<file path="config.mk">
export PLATFORM = sky130hd
export DESIGN_NAME = hex_text_encoder_with_affixes
export DESIGN_NICKNAME = d
export VERILOG_FILES = /design/src/sv/hte_pkg.sv /design/src/sv/hex_text_encoder_with_affixes.sv /design/src/sv/hte_char_sel.sv
export SDC_FILE = /design/constraint.sdc
export NUM_CORES = 1
export LEC_CHECK = 0
export BUFFER_PORTS_ARGS = -buffer_cell sky130_fd_sc_hd__buf_2
export CAP_MARGIN = 20
export CORE_MARGIN = 4
export CORE_UTILIZATION = 51
export CTS_BUF_LIST = sky130_fd_sc_hd__clkbuf_8 sky130_fd_sc_hd__clkbuf_16
export DETAILED_ROUTE_END_ITERATION = 8
export PLACE_DENSITY = 0.74
export SETUP_SLACK_MARGIN = 0.15
export SLEW_MARGIN = 20
export SYNTH_ARGS = -nofsm -noshare
export SYNTH_HDL_FRONTEND = slang
export SYNTH_SLANG_ARGS = --single-unit
</file>
<file path="constraint.sdc">
create_clock -name clk -period 2.8 [get_ports clk]
set_clock_uncertainty 0.15 [all_clocks]
set_input_delay 0.56 -clock clk [delete_from_list [all_inputs] [get_ports clk]]
set_output_delay 0.56 -clock clk [all_outputs]
set_load 0.01 [all_outputs]
</file>
<file path="src/sv/hte_pkg.sv">
// ----------------------------------------------------------------------------
// hte_pkg
// Shared constants, types and helpers for the hex text encoder.
// ----------------------------------------------------------------------------
package hte_pkg;

    localparam int MAX_AFFIX_CHARS = 4;
    localparam int REG_CHARS       = 4;
    localparam int AFFIX_CAP       = (MAX_AFFIX_CHARS < REG_CHARS) ? MAX_AFFIX_CHARS
                                                                   : REG_CHARS;
    localparam int LEN_W           = $clog2(AFFIX_CAP + 1);
    localparam int REG_LEN_W       = 3;
    localparam int CHAR_SEL_W      = $clog2(REG_CHARS);
    localparam int MAX_CHARS       = 2 * AFFIX_CAP + 2;
    localparam int IDX_W           = $clog2(MAX_CHARS);

    typedef enum logic [1:0] {
        REG_PREFIX_CHARS,
        REG_PREFIX_LENGTH,
        REG_SEPARATOR_CHARS,
        REG_SEPARATOR_LENGTH
    } reg_index_t;

    typedef struct packed {
        logic [31:0]      prefix_chars;
        logic [LEN_W-1:0] prefix_len;
        logic [31:0]      separator_chars;
        logic [LEN_W-1:0] separator_len;
    } cfg_t;

    typedef struct packed {
        logic [7:0] ch;
        logic       last;
    } sel_t;

    function automatic logic [7:0] hex_digit(input logic [3:0] nib);
        logic [7:0] d;
        if (nib < 4'd10)
        begin
            d = 8'h30 + {4'd0, nib};
        end
        else
        begin
            d = 8'h57 + {4'd0, nib};
        end
        return d;
    endfunction

    function automatic logic [LEN_W-1:0] cap_len(input logic [REG_LEN_W-1:0] len);
        logic [LEN_W-1:0] r;
        if (int'(len) > AFFIX_CAP)
        begin
            r = LEN_W'(AFFIX_CAP);
        end
        else
        begin
            r = LEN_W'(len);
        end
        return r;
    endfunction

endpackage

</file>
<file path="src/sv/hex_text_encoder_with_affixes.sv">
// ----------------------------------------------------------------------------
// hex_text_encoder_with_affixes
// Turns raw bytes into ASCII hex text with a separator and a prefix.
// ----------------------------------------------------------------------------
// Each accepted byte gives one character per cycle on the output stream while
// m_tready is held high: the separator (left out when tuser marks the first byte
// of a buffer), the prefix, then two lower-case hex digits, high nibble first,
// the last one with tlast. A run is 2 + separator length + prefix length
// characters, 2 to 10; the next byte is taken in the cycle the run's last
// character moves to the output register. Prefix and separator are to be set
// over the register port while the stream is idle; the block does not enforce it.
module hex_text_encoder_with_affixes
    import hte_pkg::*;
(
    input  logic        clk,
    input  logic        rst_n,
    input  logic        s_tvalid,
    output logic        s_tready,
    input  logic [7:0]  s_tdata,   // data_byte
    input  logic        s_tuser,   // first_of_buffer
    output logic        m_tvalid,
    input  logic        m_tready,
    output logic [7:0]  m_tdata,   // out_char
    output logic        m_tlast,   // last_of_run
    input  logic        psel,
    input  logic        penable,
    input  logic        pwrite,
    input  logic [3:0]  paddr,
    input  logic [31:0] pwdata,
    output logic [31:0] prdata,
    output logic        pready
);

    logic [31:0]          prefix_chars_reg;
    logic [REG_LEN_W-1:0] prefix_length_reg;
    logic [31:0]          separator_chars_reg;
    logic [REG_LEN_W-1:0] separator_length_reg;

    logic                 item_valid_reg;
    logic [7:0]           item_byte_reg;
    logic                 item_first_reg;
    logic [IDX_W-1:0]     idx_reg;

    logic                 out_valid_reg;
    logic [7:0]           out_char_reg;
    logic                 out_last_reg;

    cfg_t                 cfg;
    sel_t                 sel;
    reg_index_t           wr_index;
    logic                 cfg_write;
    logic                 out_load;
    logic                 item_done;
    logic                 in_accept;

    assign pready    = 1'b1;
    assign cfg_write = psel && penable && pwrite && pready;
    assign wr_index  = reg_index_t'(paddr[3:2]);

    always_ff @(posedge clk or negedge rst_n)
    begin
        if (!rst_n)
        begin
            prefix_chars_reg     <= '0;
            prefix_length_reg    <= '0;
            separator_chars_reg  <= '0;
            separator_length_reg <= '0;
        end
        else if (cfg_write)
        begin
            unique case (wr_index)
                REG_PREFIX_CHARS:     prefix_chars_reg     <= pwdata;
                REG_PREFIX_LENGTH:    prefix_length_reg    <= pwdata[REG_LEN_W-1:0];
                REG_SEPARATOR_CHARS:  separator_chars_reg  <= pwdata;
                REG_SEPARATOR_LENGTH: separator_length_reg <= pwdata[REG_LEN_W-1:0];
                default:              ;
            endcase
        end
    end

    always_comb
    begin
        unique case (wr_index)
            REG_PREFIX_CHARS:     prdata = prefix_chars_reg;
            REG_PREFIX_LENGTH:    prdata = {{(32-REG_LEN_W){1'b0}}, prefix_length_reg};
            REG_SEPARATOR_CHARS:  prdata = separator_chars_reg;
            REG_SEPARATOR_LENGTH: prdata = {{(32-REG_LEN_W){1'b0}}, separator_length_reg};
            default:              prdata = '0;
        endcase
    end

    always_comb
    begin
        cfg.prefix_chars    = prefix_chars_reg;
        cfg.prefix_len      = cap_len(prefix_length_reg);
        cfg.separator_chars = separator_chars_reg;
        cfg.separator_len   = cap_len(separator_length_reg);
    end

    hte_char_sel u_char_sel (
        .cfg        (cfg),
        .item_byte  (item_byte_reg),
        .item_first (item_first_reg),
        .idx        (idx_reg),
        .sel        (sel)
    );

    assign out_load  = item_valid_reg && (!out_valid_reg || m_tready);
    assign item_done = out_load && sel.last;
    assign s_tready  = !item_valid_reg || item_done;
    assign in_accept = s_tvalid && s_tready;

    always_ff @(posedge clk or negedge rst_n)
    begin
        if (!rst_n)
        begin
            item_valid_reg <= 1'b0;
            idx_reg        <= '0;
        end
        else if (in_accept)
        begin
            item_valid_reg <= 1'b1;
            idx_reg        <= '0;
        end
        else if (item_done)
        begin
            item_valid_reg <= 1'b0;
            idx_reg        <= '0;
        end
        else if (out_load)
        begin
            idx_reg <= idx_reg + 1'b1;
        end
    end

    always_ff @(posedge clk)
    begin
        if (in_accept)
        begin
            item_byte_reg  <= s_tdata;
            item_first_reg <= s_tuser;
        end
    end

    always_ff @(posedge clk or negedge rst_n)
    begin
        if (!rst_n)
        begin
            out_valid_reg <= 1'b0;
        end
        else if (out_load)
        begin
            out_valid_reg <= 1'b1;
        end
        else if (m_tready)
        begin
            out_valid_reg <= 1'b0;
        end
    end

    always_ff @(posedge clk)
    begin
        if (out_load)
        begin
            out_char_reg <= sel.ch;
            out_last_reg <= sel.last;
        end
    end

    assign m_tvalid = out_valid_reg;
    assign m_tdata  = out_char_reg;
    assign m_tlast  = out_last_reg;

    a_accept_only_at_end: assert property (@(posedge clk) disable iff (!rst_n)
        (s_tready && item_valid_reg) |-> item_done)
        else $error("new byte taken while current run unfinished");

    a_idx_bound: assert property (@(posedge clk) disable iff (!rst_n)
        item_valid_reg |-> (int'(idx_reg) < MAX_CHARS))
        else $error("character index past longest run");

    a_restart_idx: assert property (@(posedge clk) disable iff (!rst_n)
        item_done |=> (idx_reg == '0))
        else $error("index not cleared after run end");

    a_last_from_item: assert property (@(posedge clk) disable iff (!rst_n)
        (out_load && !sel.last) |=> item_valid_reg)
        else $error("run dropped before its last character");

endmodule

</file>
<file path="src/sv/hte_char_sel.sv">
// ----------------------------------------------------------------------------
// hte_char_sel
// Picks the character at a given position of one byte's text run.
// ----------------------------------------------------------------------------
module hte_char_sel
    import hte_pkg::*;
(
    input  cfg_t             cfg,
    input  logic [7:0]       item_byte,
    input  logic             item_first,
    input  logic [IDX_W-1:0] idx,
    output sel_t             sel
);

    logic [IDX_W-1:0]      sep_end;
    logic [IDX_W-1:0]      pre_end;
    logic [IDX_W-1:0]      sep_off;
    logic [IDX_W-1:0]      pre_off;
    logic [CHAR_SEL_W-1:0] sep_k;
    logic [CHAR_SEL_W-1:0] pre_k;

    always_comb
    begin
        sep_end = item_first ? '0 : IDX_W'(cfg.separator_len);
        pre_end = sep_end + IDX_W'(cfg.prefix_len);
        sep_off = idx;
        pre_off = idx - sep_end;
        sep_k   = sep_off[CHAR_SEL_W-1:0];
        pre_k   = pre_off[CHAR_SEL_W-1:0];
        sel     = '0;
        if (idx < sep_end)
        begin
            sel.ch = cfg.separator_chars[8*sep_k +: 8];
        end
        else if (idx < pre_end)
        begin
            sel.ch = cfg.prefix_chars[8*pre_k +: 8];
        end
        else if (idx == pre_end)
        begin
            sel.ch = hex_digit(item_byte[7:4]);
        end
        else
        begin
            sel.ch   = hex_digit(item_byte[3:0]);
            sel.last = 1'b1;
        end
    end

endmodule
</file>
* After elaboration in Yosys (flattened, before gate mapping) *
Cells that the tools add are included.

storage, ports and cells
  bits in registers = 94
  latch bits = 0
  bits in writable memories = 0
  memory bits (read-only) = 0
  input bits = 52
  logic and storage cells = 66
  memories kept = 0

cells by class
  add/sub/neg operators = 7
  multipliers = 0
  divide/modulo/power cells = 0
  magnitude comparators = 6
  eq/ne operators = 4
  shifts and indexed selects = 2
  muxes and demuxes = 19
  bitwise gates (word level) = 0
  reductions and logical operators = 17

operator list
  operator                                                                number
  32-bit case mux with 4 select lines                                     1
  32-bit by 6-bit variable part select with 8-bit output                  2
  8-bit two-way mux                                                       5
  7-bit by 4-bit adder with 8-bit output (first input constant)           2
  6-bit by 4-bit adder with 7-bit output (first input constant)           2
  4-bit two-way mux                                                       3
  3-bit two-way mux                                                       3
  4-bit < comparator (second input constant)                              2
  2-bit AND reduction                                                     4
  1-bit two-way mux                                                       7
  3-bit greater-than comparator (second input constant)                   2
  1-bit logical AND                                                       5
  3-bit by 3-bit adder with 4-bit output                                  1
  4-bit by 1-bit adder with 4-bit output (second input constant)          1
  2-bit equality test (second input constant)                             2
  4-bit equality test                                                     1
  4-bit by 3-bit < comparator with 1-bit output                           1
  4-bit < comparator                                                      1
  2-bit nonzero test                                                      2
  3-bit nonzero test                                                      1
  2-bit by 1-bit equality test with 1-bit output (second input constant)  1
  1-bit logical NOT                                                       2
  2-bit logical NOT                                                       1
  1-bit logical OR                                                        2
  2-bit subtractor                                                        1

* Depth between registers and ports, before layout *
  word-level depth = 12
  depth in mapped cells = 12
  gate-level depth less buffers = 11

* Modules after synthesis *
Synthesis repeated with hierarchy kept, for this count alone.

second synthesis, totals
  cell total of the unflattened synthesis = 394
  area total of the unflattened synthesis = 5,102.4 µm²

by module, submodules not included
  module                         instances  cells an instance  area an instance (µm²)  sequential area each (µm²)
  hex_text_encoder_with_affixes  1          282                4,087.7                 2,442.3
  hte_char_sel                   1          112                1,014.7                 0.0

* Worst setup path before layout *
OpenSTA, ideal clock, no wires.

  path kind = flip-flop to flip-flop
  start point = register separator_length_reg[2]
  end point = register item_byte_reg[0], enable pin
  arrival = 2.751 ns
  required time = 2.313 ns
  path slack = -0.439 ns
  cell stages (with the launch flop) = 12
  path buffers = 0
  cells stage by stage = dfrtp_1 nor2_1 and2_1 ha_1 inv_1 fa_1 xor2_1 ha_1 and4b_4 a211oi_4 o41ai_4 and2_1

on the way
  cells in the longest elaborated chain, start to end = 11
  elaborated cells between the ends (all ways) = 13

RTL lines
  item                                                                                            line                                  RTL
  from (decl)                                                                                     hex_text_encoder_with_affixes.sv:37   logic [REG_LEN_W-1:0] separator_length_reg;
  from (signal assigned)                                                                          hex_text_encoder_with_affixes.sv:75   REG_SEPARATOR_LENGTH: separator_length_reg <= pwdata[REG_LEN_W-1:0];
  3-bit greater-than comparator                                                                   hte_pkg.sv:51                         if (int'(len) > AFFIX_CAP)
  3-bit two-way mux *                                                                             hte_pkg.sv:51
  3-bit two-way mux *                                                                             hte_char_sel.sv:24                    sep_end = item_first ? '0 : IDX_W'(cfg.separator_len);
  parallel branches: the longest is 4 deep, another holds 3-bit by 3-bit adder with 4-bit output  --
  1-bit two-way mux *                                                                             hte_char_sel.sv:31                    if (idx < sep_end)
  1-bit logical AND *                                                                             hex_text_encoder_with_affixes.sv:109  assign item_done = out_load && sel.last;
  1-bit logical OR *                                                                              hex_text_encoder_with_affixes.sv:110  assign s_tready = !item_valid_reg || item_done;
  net s_tready                                                                                    hex_text_encoder_with_affixes.sv:18   output logic s_tready,
  1-bit logical AND *                                                                             hex_text_encoder_with_affixes.sv:111  assign in_accept = s_tvalid && s_tready;
  net in_accept                                                                                   hex_text_encoder_with_affixes.sv:54   logic in_accept;
  to (signal assigned)                                                                            hex_text_encoder_with_affixes.sv:140  item_byte_reg <= s_tdata;
  to (decl)                                                                                       hex_text_encoder_with_affixes.sv:40   logic [7:0] item_byte_reg;

Mark *: on every way through the listed nets, which the timed path passes.
A chain may end at the register's enable or synchronous reset.

* Worst setup path in the final report *
  start point = register item_first_reg
  end point = output port s_tready

on the way
  cells in the longest elaborated chain, start to end = 8
  elaborated cells between the ends (all ways) = 10

RTL lines
  item                                                                                            line                                  RTL
  from (decl)                                                                                     hex_text_encoder_with_affixes.sv:41   logic item_first_reg;
  from (signal assigned)                                                                          hex_text_encoder_with_affixes.sv:141  item_first_reg <= s_tuser;
  3-bit two-way mux *                                                                             hte_char_sel.sv:24
  parallel branches: the longest is 4 deep, another holds 3-bit by 3-bit adder with 4-bit output  --
  1-bit two-way mux *                                                                             hte_char_sel.sv:31
  1-bit logical AND *                                                                             hex_text_encoder_with_affixes.sv:109
  1-bit logical OR *                                                                              hex_text_encoder_with_affixes.sv:110
  to (decl)                                                                                       hex_text_encoder_with_affixes.sv:18

Mark *: on every way between the ends.

==> results.toml <==
[synth]
synth_edf_count = 18
ys_warn_count = 0
yosysSeqAreaShare = 0.477
yosysUniqueCellTypes = 54
dominantRegCellSynth = "dfrtp_1"
postSynthCellCount = 393
netlist_top_cells_area = "dfrtp_1 37%, mux2_2 13%, edfxtp_1 11%"
synth.largest_area_cell = "dfrtp_1"
synth_top_area_frac = 0.372
synth_area_mm2 = 0.00512
syn_area_per_cell_um2 = 13.0
yosysMostFrequentCell = "dfrtp_1"
synth_commonest_cells = "76 x dfrtp_1, 61 x mux2_2, 39 x nor2_1, 32 x mux2i_1, 19 x mux4_2"
async_flop_share = 0.809
synth_nets = 459
synth-seq-cells = 94

[global_route]
antenna_found_initial = 0
grt_max_degree = 36
grt_overflow = 0
grt_first_pass_wirelength_mm = 20.1
grt_use_total = 0.228
grt_pass1_vias = 3850

[place]
dpl.hpwl_mm = 8.93
dp.cells = 625
place_congestion = 0.866
portBuffers = 92

[timing]
tightest_slew_ns = 0.663
rsz0062_at_grt = "true"
hold_ws_ns = 0.209
slew_headroom = 0.555
final.period_utilization = 1.31
finalCriticalPeriod_ns = 3.66
setup_slack_ns = -0.862
hold_viol_final = 0
final_max_slew_viol_count = 0
finalSetupViolCount = 24
fmax_ghz = 0.273

[route]
vias = 3590
drt_pre_antenna_iters = 5
viasPerCell = 5.47
drcViolationCount = 0
first_iter_violations = 188
ant_nets = 0
wl_per_cell_um = 19.3
drt-total-wl_mm = 12.6

[final_layout]
n_antenna_cell = 0
nets = 584
drive_above_1_share = 0.509
syn_to_final_growth_pct = 24.6
instances_no_fill = 656

[critical_path]
cp_max_fo = 4
path_delay_family = "adder cells"
path_class = "reg -> out"
startpoint_type = "flip-flop"
cp_slowest_stage_delay_ns = 0.46
cp-end-kind = "output pin"
worstPathCellList = "nor2_2 -> and2_4 -> ha_4 -> inv_2 -> fa_2 -> xor2_1 -> ha_1 -> and4b_4 -> a211oi_4 -> o41ai_4 -> buf_2"
cp.buffers_inverters = 2
arrival_ns = 2.95
crit_required_ns = 2.09
critPathSlowestCell = "edfxtp_1"

[min_path]
hp-class = "in -> reg"

[floorplan]
rows = 36
io_pins = 96
fp.dieW_um = 108
core_mm2 = 0.00977
start_util = 0.523
die-area_mm2 = 0.0117
die_h_um = 108

[cts]
root_buffer = "clkbuf_8"
htree_levels = 3
clockBufferDepth = 2
cts_buffers = 9
insertion_delay_ns = 0.38
cts_tree = "built"
cts_sinks = 94
cts.clk_slew.worst_paths_ns = 0.09

[run_status]
failed_checks = "setup timing"
status = "finished with violations"

[pwr]
p_leak_nw = 2.95
power.density_mw_per_mm2 = 1030
ir_drop_mv = 0.447

[job]
cap_violations = 0
layer usage:
| metal | vias up | global-route usage | part of all wire |
|---|---|---|---|
| met2 | 105 | 0.392 | 0.52 |
| met5 | - | 0 | 0 |
| met1 | 1793 | 0.290 | 0.41 |
| li1 | 1681 | - | - |
| met4 | 0 | 0.0694 | 0.014 |
| met3 | 11 | 0.0478 | 0.063 |
cells in the final DEF (no fill, tap or decap), types with 5 or more instances in the layout:
cell type and n:
a21oi_2 8, buf_12 5, buf_2 92, buf_4 29, buf_6 8, clkbuf_8 10
dfrtp_1 76, edfxtp_1 18, ha_1 11, inv_1 11, mux2_1 9, mux2_2 61
mux2i_1 32, mux4_2 19, nand2_1 18, nor2_1 38
repair_timing:
action | 4_1_cts | 5_1_grt
endpoints found under the hold margin | 11 | 0
setup endpoints to repair | 24 | 24
pin swaps | 8 | 10
setup buffers | 9 | 4
gates cloned | 1 | 0
resized for setup | 14 | 12
hold buffers | 1 | 0
path summary, 6_finish.rpt:
path,start,slack [ns],end,cells after the start
min in group asynchronous,rst_n,0.44,separator_length_reg[1],2
min reg2reg,separator_chars_reg[30],0.38,separator_chars_reg[30],1
max reg2reg,item_first_reg,-0.47,item_byte_reg[3],13
max in group asynchronous,rst_n,1.34,separator_chars_reg[6],3
max,item_first_reg,-0.86,s_tready,11
min,s_tdata[5],0.21,item_byte_reg[5],1
final cells by class:
cell class / instances / area, µm²
clock buffers: 10 / 138
clock inverters: 6 / 52.6
fillers: 778 / 3400
inverters: 13 / 48.8
multi-input cells: 264 / 2640
flip-flops and latches: 94 / 2440
well taps: 133 / 166
repair buffers: 136 / 893
report_power, final:
part           total (mW)  switching (mW)  leakage, nW  internal, mW
Sequential           2.17           0.311         1.10          1.86
Clock               0.883           0.522       0.0914         0.361
Combinational        3.54            1.64         1.76          1.89
kinds of logic (layout without fill, tap and decap cells):
group                      after synthesis  in the layout  share of synthesized area
AOI/OAI and AO/OA                       36             36                     0.0606
muxes                                  121            121                      0.300
DFF                                     94             94                      0.477
xor gates and xnor gates                 2              2                    0.00342
buffers and inverters                   36            165                     0.0345
and+or+nand+nor                         89             90                     0.0858
adders and majority gates               14             14                     0.0372
other                                    1              1                   0.000733
through the flow:
stage	instance area (µm²)	setup TNS (ns)	util	setup slack (ns)	power, mW
detailed placement	5920	-8.19	0.606	-0.472	5.00
global route	6380	-11.85	0.652	-0.968	6.99
finish	6380	-9.56	0.652	-0.862	6.59
floorplan	5150	-3.21	-	-0.276	4.10
global placement	5920	-6.26	0.606	-0.400	4.89
CTS	6260	-8.65	0.641	-0.885	6.31
Power figures use the tool's default switching activity.
